<file path="src/hdl/cpgwpe_pkg.sv">
// ----------------------------------------------------------------------------
// cpgwpe_pkg
// Shared types and constants of the CpG window pattern extractor.
// ----------------------------------------------------------------------------
package cpgwpe_pkg;

    localparam logic [7:0]  CHAR_UNMETH        = 8'h7A;   // 'z'
    localparam logic [7:0]  CHAR_METH          = 8'h5A;   // 'Z'
    localparam logic [15:0] MAX_DISTANCE_RESET = 16'd100;
    localparam logic [15:0] OFFSET_MAX         = 16'hFFFF;
    localparam int          WINDOW_CPGS_DEFAULT = 4;
    localparam int          QUEUE_DEPTH_DEFAULT = 4;
    localparam int          PATTERN_W          = 4;

    // one CpG call handed from the front end to the window logic
    typedef struct packed {
        logic [31:0] pos;
        logic        meth;
        logic        new_read;
        logic        strand;
    } cpg_rec_t;

endpackage

</file>
<file path="src/hdl/cpg_window_pattern_extractor_core.sv">
// ----------------------------------------------------------------------------
// cpg_window_pattern_extractor_core
// Usage: one methylation call character per input transaction (in_valid /
// in_stall); reverse-strand reads arrive already reversed. first_of_read
// marks the first character of a read and carries its start position and
// strand. 'z' and 'Z' are CpG calls; each call that completes a window of
// WINDOW_CPGS calls within max_distance yields one output transaction
// (out_valid / out_stall) with the window positions, span, 4-bit pattern
// and strand. The user writes max_distance through cfg_valid / cfg_ready
// only while idle; the block does not enforce this. cfg_ready is always high.
// Throughput is one character per cycle while in_stall is low. A CpG call is written into the
// queue at its acceptance edge and reaches the output register at the next
// edge when nothing stalls, through the window shift and span compare.
// A stalled output holds its transaction; the queue between front end and
// window logic fills and then in_stall rises. Reset clears the read state,
// the window, the queue and restores max_distance to 100.
// ----------------------------------------------------------------------------
module cpg_window_pattern_extractor_core #(
    parameter int WINDOW_CPGS = cpgwpe_pkg::WINDOW_CPGS_DEFAULT,
    parameter int QUEUE_DEPTH = cpgwpe_pkg::QUEUE_DEPTH_DEFAULT
) (
    input  logic        clk,
    input  logic        rst_n,
    input  logic        cfg_valid,
    output logic        cfg_ready,
    input  logic [15:0] max_distance,
    input  logic        in_valid,
    output logic        in_stall,
    input  logic [7:0]  call_char,
    input  logic        first_of_read,
    input  logic [31:0] read_position,
    input  logic        reverse_strand,
    output logic        out_valid,
    input  logic        out_stall,
    output logic [31:0] first_pos,
    output logic [31:0] second_pos,
    output logic [31:0] third_pos,
    output logic [31:0] last_pos,
    output logic [15:0] span,
    output logic [3:0]  pattern,
    output logic        strand_minus
);

    logic [15:0]          max_dist_reg;
    logic                 push;
    logic                 push_ready;
    cpgwpe_pkg::cpg_rec_t push_data;
    logic                 pop;
    logic                 pop_valid;
    cpgwpe_pkg::cpg_rec_t pop_data;

    assign cfg_ready = 1'b1;

    always_ff @(posedge clk or negedge rst_n)
    begin
        if (!rst_n)
        begin
            max_dist_reg <= cpgwpe_pkg::MAX_DISTANCE_RESET;
        end
        else if (cfg_valid && cfg_ready)
        begin
            max_dist_reg <= max_distance;
        end
    end

    cpgwpe_front u_front (
        .clk            (clk),
        .rst_n          (rst_n),
        .in_valid       (in_valid),
        .in_stall       (in_stall),
        .call_char      (call_char),
        .first_of_read  (first_of_read),
        .read_position  (read_position),
        .reverse_strand (reverse_strand),
        .push           (push),
        .push_data      (push_data),
        .push_ready     (push_ready)
    );

    cpgwpe_queue #(
        .DEPTH (QUEUE_DEPTH)
    ) u_queue (
        .clk        (clk),
        .rst_n      (rst_n),
        .push       (push),
        .push_data  (push_data),
        .push_ready (push_ready),
        .pop        (pop),
        .pop_valid  (pop_valid),
        .pop_data   (pop_data)
    );

    cpgwpe_back #(
        .WINDOW_CPGS (WINDOW_CPGS)
    ) u_back (
        .clk          (clk),
        .rst_n        (rst_n),
        .max_distance (max_dist_reg),
        .pop_valid    (pop_valid),
        .pop_data     (pop_data),
        .pop          (pop),
        .out_valid    (out_valid),
        .out_stall    (out_stall),
        .first_pos    (first_pos),
        .second_pos   (second_pos),
        .third_pos    (third_pos),
        .last_pos     (last_pos),
        .span         (span),
        .pattern      (pattern),
        .strand_minus (strand_minus)
    );

`ifndef SYNTH
    a_span_limit: assert property (@(posedge clk) disable iff (!rst_n)
        out_valid |-> span <= max_dist_reg)
        else $error("window span above configured limit");
`endif

endmodule

</file>
<file path="src/hdl/cpgwpe_queue.sv">
// ----------------------------------------------------------------------------
// cpgwpe_queue
// Small register queue between the front end and the window logic.
// ----------------------------------------------------------------------------
module cpgwpe_queue #(
    parameter int DEPTH = cpgwpe_pkg::QUEUE_DEPTH_DEFAULT
) (
    input  logic                 clk,
    input  logic                 rst_n,
    input  logic                 push,
    input  cpgwpe_pkg::cpg_rec_t push_data,
    output logic                 push_ready,
    input  logic                 pop,
    output logic                 pop_valid,
    output cpgwpe_pkg::cpg_rec_t pop_data
);

    localparam int PTR_W = (DEPTH > 1) ? $clog2(DEPTH) : 1;
    localparam int CNT_W = $clog2(DEPTH + 1);

    cpgwpe_pkg::cpg_rec_t entry_reg [DEPTH];
    logic [PTR_W-1:0] head_reg;
    logic [PTR_W-1:0] head_next;
    logic [PTR_W-1:0] tail_reg;
    logic [PTR_W-1:0] tail_next;
    logic [CNT_W-1:0] count_reg;
    logic [CNT_W-1:0] count_next;
    logic             do_push;
    logic             do_pop;

    assign push_ready = (count_reg != CNT_W'(DEPTH));
    assign pop_valid  = (count_reg != '0);
    assign pop_data   = entry_reg[head_reg];
    assign do_push    = push && push_ready;
    assign do_pop     = pop && pop_valid;

    always_comb
    begin
        head_next  = head_reg;
        tail_next  = tail_reg;
        count_next = count_reg;
        if (do_push)
        begin
            tail_next = (tail_reg == PTR_W'(DEPTH - 1)) ? '0 : tail_reg + 1'b1;
        end
        if (do_pop)
        begin
            head_next = (head_reg == PTR_W'(DEPTH - 1)) ? '0 : head_reg + 1'b1;
        end
        if (do_push && !do_pop)
        begin
            count_next = count_reg + 1'b1;
        end
        else if (do_pop && !do_push)
        begin
            count_next = count_reg - 1'b1;
        end
    end

    always_ff @(posedge clk or negedge rst_n)
    begin
        if (!rst_n)
        begin
            head_reg  <= '0;
            tail_reg  <= '0;
            count_reg <= '0;
        end
        else
        begin
            head_reg  <= head_next;
            tail_reg  <= tail_next;
            count_reg <= count_next;
        end
    end

    always_ff @(posedge clk)
    begin
        if (do_push)
        begin
            entry_reg[tail_reg] <= push_data;
        end
    end

`ifndef SYNTH
    a_no_overflow: assert property (@(posedge clk) disable iff (!rst_n)
        push |-> push_ready)
        else $error("queue written while full");

    a_count_up: assert property (@(posedge clk) disable iff (!rst_n)
        (do_push && !do_pop) |=> count_reg == $past(count_reg) + 1'b1)
        else $error("queue count did not advance on push");
`endif

endmodule

</file>
<file path="src/hdl/cpgwpe_front.sv">
// ----------------------------------------------------------------------------
// cpgwpe_front
// Accepts call characters, tracks read offset and base, and queues CpG calls.
// ----------------------------------------------------------------------------
module cpgwpe_front (
    input  logic                 clk,
    input  logic                 rst_n,
    input  logic                 in_valid,
    output logic                 in_stall,
    input  logic [7:0]           call_char,
    input  logic                 first_of_read,
    input  logic [31:0]          read_position,
    input  logic                 reverse_strand,
    output logic                 push,
    output cpgwpe_pkg::cpg_rec_t push_data,
    input  logic                 push_ready
);

    logic [15:0] offset_reg;
    logic [15:0] offset_next;
    logic [31:0] base_reg;
    logic [31:0] base_next;
    logic        strand_reg;
    logic        strand_next;
    logic        pending_reg;
    logic        pending_next;
    logic        accept;
    logic        is_cpg;
    logic [15:0] offset_eff;

    assign in_stall = !push_ready;
    assign accept   = in_valid && !in_stall;
    assign is_cpg   = (call_char == cpgwpe_pkg::CHAR_UNMETH) ||
                      (call_char == cpgwpe_pkg::CHAR_METH);
    assign push     = accept && is_cpg;

    always_comb
    begin
        base_next    = first_of_read ? read_position : base_reg;
        strand_next  = first_of_read ? reverse_strand : strand_reg;
        offset_eff   = first_of_read ? '0 : offset_reg;
        offset_next  = (offset_eff == cpgwpe_pkg::OFFSET_MAX) ? offset_eff
                                                              : offset_eff + 1'b1;
        // a read start is remembered until the next cpg carries it to the window
        pending_next = push ? 1'b0 : (pending_reg || first_of_read);

        push_data.pos      = base_next + {16'b0, offset_eff} + 32'd1;
        push_data.meth     = (call_char == cpgwpe_pkg::CHAR_METH);
        push_data.new_read = pending_reg || first_of_read;
        push_data.strand   = strand_next;
    end

    always_ff @(posedge clk or negedge rst_n)
    begin
        if (!rst_n)
        begin
            offset_reg  <= '0;
            base_reg    <= '0;
            strand_reg  <= 1'b0;
            pending_reg <= 1'b0;
        end
        else if (accept)
        begin
            offset_reg  <= offset_next;
            base_reg    <= base_next;
            strand_reg  <= strand_next;
            pending_reg <= pending_next;
        end
    end

endmodule

</file>
<file path="src/hdl/cpgwpe_back.sv">
// ----------------------------------------------------------------------------
// cpgwpe_back
// Shifts CpG calls into the window, checks the span and drives the result.
// ----------------------------------------------------------------------------
module cpgwpe_back #(
    parameter int WINDOW_CPGS = cpgwpe_pkg::WINDOW_CPGS_DEFAULT
) (
    input  logic                 clk,
    input  logic                 rst_n,
    input  logic [15:0]          max_distance,
    input  logic                 pop_valid,
    input  cpgwpe_pkg::cpg_rec_t pop_data,
    output logic                 pop,
    output logic                 out_valid,
    input  logic                 out_stall,
    output logic [31:0]          first_pos,
    output logic [31:0]          second_pos,
    output logic [31:0]          third_pos,
    output logic [31:0]          last_pos,
    output logic [15:0]          span,
    output logic [3:0]           pattern,
    output logic                 strand_minus
);

    localparam int SEEN_W = $clog2(WINDOW_CPGS + 1);

    logic [31:0]       pos_reg  [WINDOW_CPGS];
    logic [31:0]       pos_next [WINDOW_CPGS];
    logic              bit_reg  [WINDOW_CPGS];
    logic              bit_next [WINDOW_CPGS];
    logic [SEEN_W-1:0] seen_reg;
    logic [SEEN_W-1:0] seen_next;
    logic [31:0]       span_full;
    logic [3:0]        pat_next;
    logic              emit;
    logic              out_free;

    logic              out_valid_reg;
    logic [31:0]       first_reg;
    logic [31:0]       second_reg;
    logic [31:0]       third_reg;
    logic [31:0]       last_reg;
    logic [15:0]       span_reg;
    logic [3:0]        pattern_reg;
    logic              strand_reg;

    assign out_free = !out_valid_reg || !out_stall;
    assign pop      = pop_valid && out_free;

    always_comb
    begin
        pos_next[0] = pop_data.pos;
        bit_next[0] = pop_data.meth;
        for (int i = 1; i < WINDOW_CPGS; i++)
        begin
            pos_next[i] = pop_data.new_read ? '0 : pos_reg[i-1];
            bit_next[i] = pop_data.new_read ? 1'b0 : bit_reg[i-1];
        end
        if (pop_data.new_read)
        begin
            seen_next = SEEN_W'(1);
        end
        else if (seen_reg == SEEN_W'(WINDOW_CPGS))
        begin
            seen_next = seen_reg;
        end
        else
        begin
            seen_next = seen_reg + 1'b1;
        end
        // the difference is taken modulo 2^32, so a window that wraps past the top still gets a small span
        span_full = pos_next[0] - pos_next[WINDOW_CPGS-1];
        emit      = (seen_next == SEEN_W'(WINDOW_CPGS)) &&
                    (span_full <= {16'b0, max_distance});
    end

    // newest four calls, oldest in the high bit
    genvar j;
    generate
        for (j = 0; j < cpgwpe_pkg::PATTERN_W; j++)
        begin : g_pat
            if (j < WINDOW_CPGS)
            begin : g_bit
                assign pat_next[j] = bit_next[j];
            end
            else
            begin : g_zero
                assign pat_next[j] = 1'b0;
            end
        end
    endgenerate

    always_ff @(posedge clk or negedge rst_n)
    begin
        if (!rst_n)
        begin
            seen_reg      <= '0;
            out_valid_reg <= 1'b0;
            for (int i = 0; i < WINDOW_CPGS; i++)
            begin
                pos_reg[i] <= '0;
                bit_reg[i] <= 1'b0;
            end
        end
        else
        begin
            if (pop)
            begin
                seen_reg <= seen_next;
                for (int i = 0; i < WINDOW_CPGS; i++)
                begin
                    pos_reg[i] <= pos_next[i];
                    bit_reg[i] <= bit_next[i];
                end
            end
            if (out_free)
            begin
                out_valid_reg <= pop && emit;
            end
        end
    end

    always_ff @(posedge clk)
    begin
        if (pop && out_free)
        begin
            first_reg   <= pos_next[WINDOW_CPGS-1];
            second_reg  <= pos_next[WINDOW_CPGS-2];
            third_reg   <= pos_next[1];
            last_reg    <= pos_next[0];
            span_reg    <= span_full[15:0];
            pattern_reg <= pat_next;
            strand_reg  <= pop_data.strand;
        end
    end

    assign out_valid    = out_valid_reg;
    assign first_pos    = first_reg;
    assign second_pos   = second_reg;
    assign third_pos    = third_reg;
    assign last_pos     = last_reg;
    assign span         = span_reg;
    assign pattern      = pattern_reg;
    assign strand_minus = strand_reg;

`ifndef SYNTH
    a_new_read_seen: assert property (@(posedge clk) disable iff (!rst_n)
        (pop && pop_data.new_read) |=> seen_reg == SEEN_W'(1))
        else $error("window not restarted at read start");

    a_span_match: assert property (@(posedge clk) disable iff (!rst_n)
        out_valid_reg |-> (last_reg - first_reg) == {16'b0, span_reg})
        else $error("span does not match window ends");
`endif

endmodule

</file>
<file path="config.mk">
export PLATFORM = sky130hd
export DESIGN_NAME = cpg_window_pattern_extractor_core
export DESIGN_NICKNAME = d
export VERILOG_FILES = /design/src/hdl/cpgwpe_pkg.sv /design/src/hdl/cpg_window_pattern_extractor_core.sv /design/src/hdl/cpgwpe_queue.sv /design/src/hdl/cpgwpe_front.sv /design/src/hdl/cpgwpe_back.sv
export SDC_FILE = /design/constraint.sdc
export NUM_CORES = 1
export LEC_CHECK = 0
export ABC_AREA = 1
export BUFFER_PORTS_ARGS = -buffer_cell sky130_fd_sc_hd__buf_2
export CORE_ASPECT_RATIO = 1.2
export CORE_MARGIN = 8
export CORE_UTILIZATION = 61
export DETAILED_ROUTE_END_ITERATION = 10
export PLACE_DENSITY = 0.82
export SLEW_MARGIN = 30
export SYNTH_ARGS = -nofsm -noshare
export SYNTH_HDL_FRONTEND = slang
export SYNTH_HIERARCHICAL = 1
export SYNTH_SLANG_ARGS = --single-unit
</file>
<file path="constraint.sdc">
create_clock -name clk -period 13.7 [get_ports clk]
set_input_delay 4.11 -clock clk [delete_from_list [all_inputs] [get_ports clk]]
set_output_delay 4.11 -clock clk [all_outputs]
set_load 0.01 [all_outputs]
</file>
==> impl_metrics.env <==
export IMPL_slowest_stage="buf_2"
export IMPL_cpPeakStageDelay_ps=570
export IMPL_cts_tree="done"
export IMPL_path_buf_inv=2
export IMPL_finalCritPeriodShare_pct=50.2
export IMPL_vias_per_cell=5.37
export IMPL_critPathTopFamily="buffers and inverters"
export IMPL_antennaDiodeCount=0
export IMPL_crit_path_frequent_cell="nand2_1"
export IMPL_numCtsBuffers=45
export IMPL_ant_nets=0
export IMPL_share_comb_of_total_power_pct=46.1
export IMPL_cts_resized_gates=0
export IMPL_synth_fp_nets=2691
export IMPL_core_area_um2=36900
export IMPL_grt_max_degree=144
export IMPL_finalNetCount=2886
export IMPL_path_max_fanout=48
export IMPL_timing_fmax_mhz=146
export IMPL_synth_area_um2=22900
export IMPL_seqPwrFrac_pct=33.9
export IMPL_drv_slew=0
export IMPL_first_global_vias=17300
export IMPL_grt_setup_unrepaired="no"
export IMPL_fin_total_pwr_mw=6.45
export IMPL_die_width_um=193
export IMPL_p_per_area_nw_per_um2=250
export IMPL_drive_gt1_share_pct=12.4
export IMPL_arrival_ps=7150
export IMPL_syn_to_final_growth_pct=12.7
export IMPL_power_leakage_nw=12.5
export IMPL_yosysUniqueCellTypes=45
export IMPL_drt_iter0_drc=1533
export IMPL_synthCells=2554
export IMPL_fin_setup_tns_ps=0
export IMPL_setup_violations=0
export IMPL_antenna_found_initial=0
export IMPL_cts_setup_buffers=0
export IMPL_largest_register_ffs=140
export IMPL_sw_frac_of_total_pct=42.3
export IMPL_std_cell_rows=77
export IMPL_ios=215
export IMPL_clk_latency_ps=550
export IMPL_cts_sinks=465
export IMPL_drv_cap=0
export IMPL_routedWlPerCell_um=17.3
export IMPL_ctsLongestPathBuffers=3
export IMPL_globalplace_congestion=0.937
export IMPL_num_vias=17500
export IMPL_worstSetupPathType="in2reg"
export IMPL_worst_slew_pin_transition_ps=927
export IMPL_slew_headroom_pct=38.2
export IMPL_p_sw_mw=2.73
export IMPL_grt_overflow=0
export IMPL_cts_max_level=2
export IMPL_p_clk_share_pct=20.0
export IMPL_cts_root_buffer_cell="clkbuf_16"
export IMPL_initial_core_util_pct=62.0
export IMPL_cp_cell_sequence="buf_2, inv_2, o21ai_0, fa_1, a21oi_1, o21bai_1, nand2_1, nand2_1, nand2_1, nand2_1, nand2_1, nand3b_1, nand2_1"
export IMPL_io_buffer_count=213
export IMPL_ys_ff_latch=465
export IMPL_dp_hpwl_um=40800
export IMPL_end_kind="flip-flop"
export IMPL_track_usage_pct=25.4
export IMPL_skew_ps=12.7
export IMPL_die_h_um=228
export IMPL_final_hold_viol_count=0
export IMPL_drtPass1Iterations=6
export IMPL_vdd_drop_max_mv=0.139
export IMPL_yosysSeqAreaShare_pct=57.2
export IMPL_routed_wl_um=56400
export IMPL_ctsHoldBuffers=0
export IMPL_hp_class="reg2reg"
export IMPL_cp_start_kind="primary input"
export IMPL_period_minus_slack_ps=6870
export IMPL_grt_pass1_wl_um=88800
export IMPL_clkTransAtPathRegs_ps=70
export IMPL_p_int_mw=3.72
export IMPL_syn_area_per_cell_um2=8.96
export IMPL_die_area_um2=44000
export IMPL_status="completed"
export IMPL_ys_warn_count=6
export IMPL_worstPathRequired_ps=13980
export IMPL_drc=0
[metrics by stage]
step / hold slack [ps] / worst slack [ps] / cells / util [%] / cell area (um2)
after floorplan: 442 / 3100 / 2554 / - / 22900
after global routing: 481 / 6460 / 3256 / 69.9 / 25800
after detailed placement: 458 / 6300 / 3175 / 65.7 / 24200
after global placement: 455 / 6440 / 3175 / 65.7 / 24200
after CTS: 469 / 6860 / 3255 / 69.8 / 25800
final: 465 / 6830 / 3256 / 69.9 / 25800
[worst reg2reg max path: stages (launching register included)]
cell and delay, ps:
dfrtp_1 360, buf_4 280, inv_2 600, o211ai_1 260
nand2_4 400, buf_4 660, nor2_1 270, inv_1 120
ha_1 270, nand2_1 130, inv_1 70, nand2_1 70
nand2_1 120, a21oi_1 150, nand2_1 170, xor2_1 430
ha_1 320, nand2_1 80, o21ai_0 100, a21oi_1 140
a21oi_1 130, nor2_1 190, nand3_1 100, nor2_1 100
nand2_1 110, nand2_1 80
[synthesized netlist by cell type (all sizes together)]
master  instances  area [um2]
nand2         752        2870
inv           467        1760
edfxtp        289        8680
nor2          232         908
o21ai         188         960
dfrtp         173        4330
nand3          79         405
ha             71         888
o211ai         71         533
a21oi          42         210
clkbuf         42         158
xor2           38         333
buf            36         278
nand4          18         113
nor3           15        85.1
nand3b          5        37.5
and2            4        25.0
o21bai          4        30.0
xnor2           4        35.0
a21o            3        22.5
and3            3        18.8
dfstp           3        78.8
fa              3        60.1
nor4            3        18.8
or2             3        18.8
o21a            2        15.0
o22ai           2        12.5
clkinv          1        3.75
conb            1        3.75
[path summary, 6_finish.rpt]
check	cells after the start	end	start	slack (ps)
min reg2reg	2	max_dist_reg[6]	max_dist_reg[6]	470
min in group asynchronous	1	u_back/pos_reg[38]	rst_n	3490
max in group asynchronous	2	u_front/base_reg[31]	rst_n	9200
max reg2reg	25	u_back/out_valid	u_queue/head_reg[1]	7920
min	2	max_dist_reg[6]	max_dist_reg[6]	470
max	13	u_queue/entry_reg[1][21]	first_of_read	6830
[cells by family after synthesis]
kind of cell,count (synthesis),share of synthesized area [%]
AND/OR/NAND/NOR,1114,19.7
buffers and inverters,546,9.60
flip-flops,465,57.2
AO/OA/AOI/OAI,312,7.79
adder cells (fa/ha/maj),74,4.14
XOR/XNOR,42,1.61
other,1,0.0164
[power by group through the flow]
stage | sequential (mW) | clock (mW) | combinational (mW)
final | 2.19 | 1.29 | 2.97
after global routing | 2.22 | 1.36 | 3.31
after CTS | 2.19 | 1.31 | 2.96
after detailed placement | 2.21 | 0 | 2.92
after global placement | 2.20 | 0 | 2.82
after floorplan | 2.29 | 0 | 1.94
[layer usage]
layer / GRT usage (%) / part of all wire, %
met5: 0 / 0
met4: 9.58 / 3.5
met3: 3.25 / 5.9
met2: 44.8 / 51
met1: 31.0 / 39
[layout make-up]
| cell class | count | area, um2 |
|---|---|---|
| Clock buffer | 59 | 1220 |
| Clock inverter | 21 | 315 |
| Fill cell | 2757 | 11100 |
| Inverter | 468 | 1770 |
| Multi-Input combinational cell | 1543 | 7620 |
| Sequential cell | 465 | 13100 |
| Tap cell | 474 | 593 |
| Timing Repair Buffer | 226 | 1200 |
[cell usage in the layout, fill, tap and decap left out, drive strengths merged, types with 4 or more instances in the layout]
cell	Yosys	layout
nand4	18	18
and2	4	4
buf	36	226
o21bai	4	4
nor2	232	232
o21ai	188	188
o211ai	71	71
xnor2	4	4
inv	467	470
bufinv	0	8
nand3b	5	5
nor3	15	15
clkbuf	42	59
ha	71	71
nand2	752	752
nand3	79	79
clkinv	1	10
xor2	38	38
dfrtp	173	173
edfxtp	289	289
a21oi	42	42
Power figures use the tool's default switching activity.
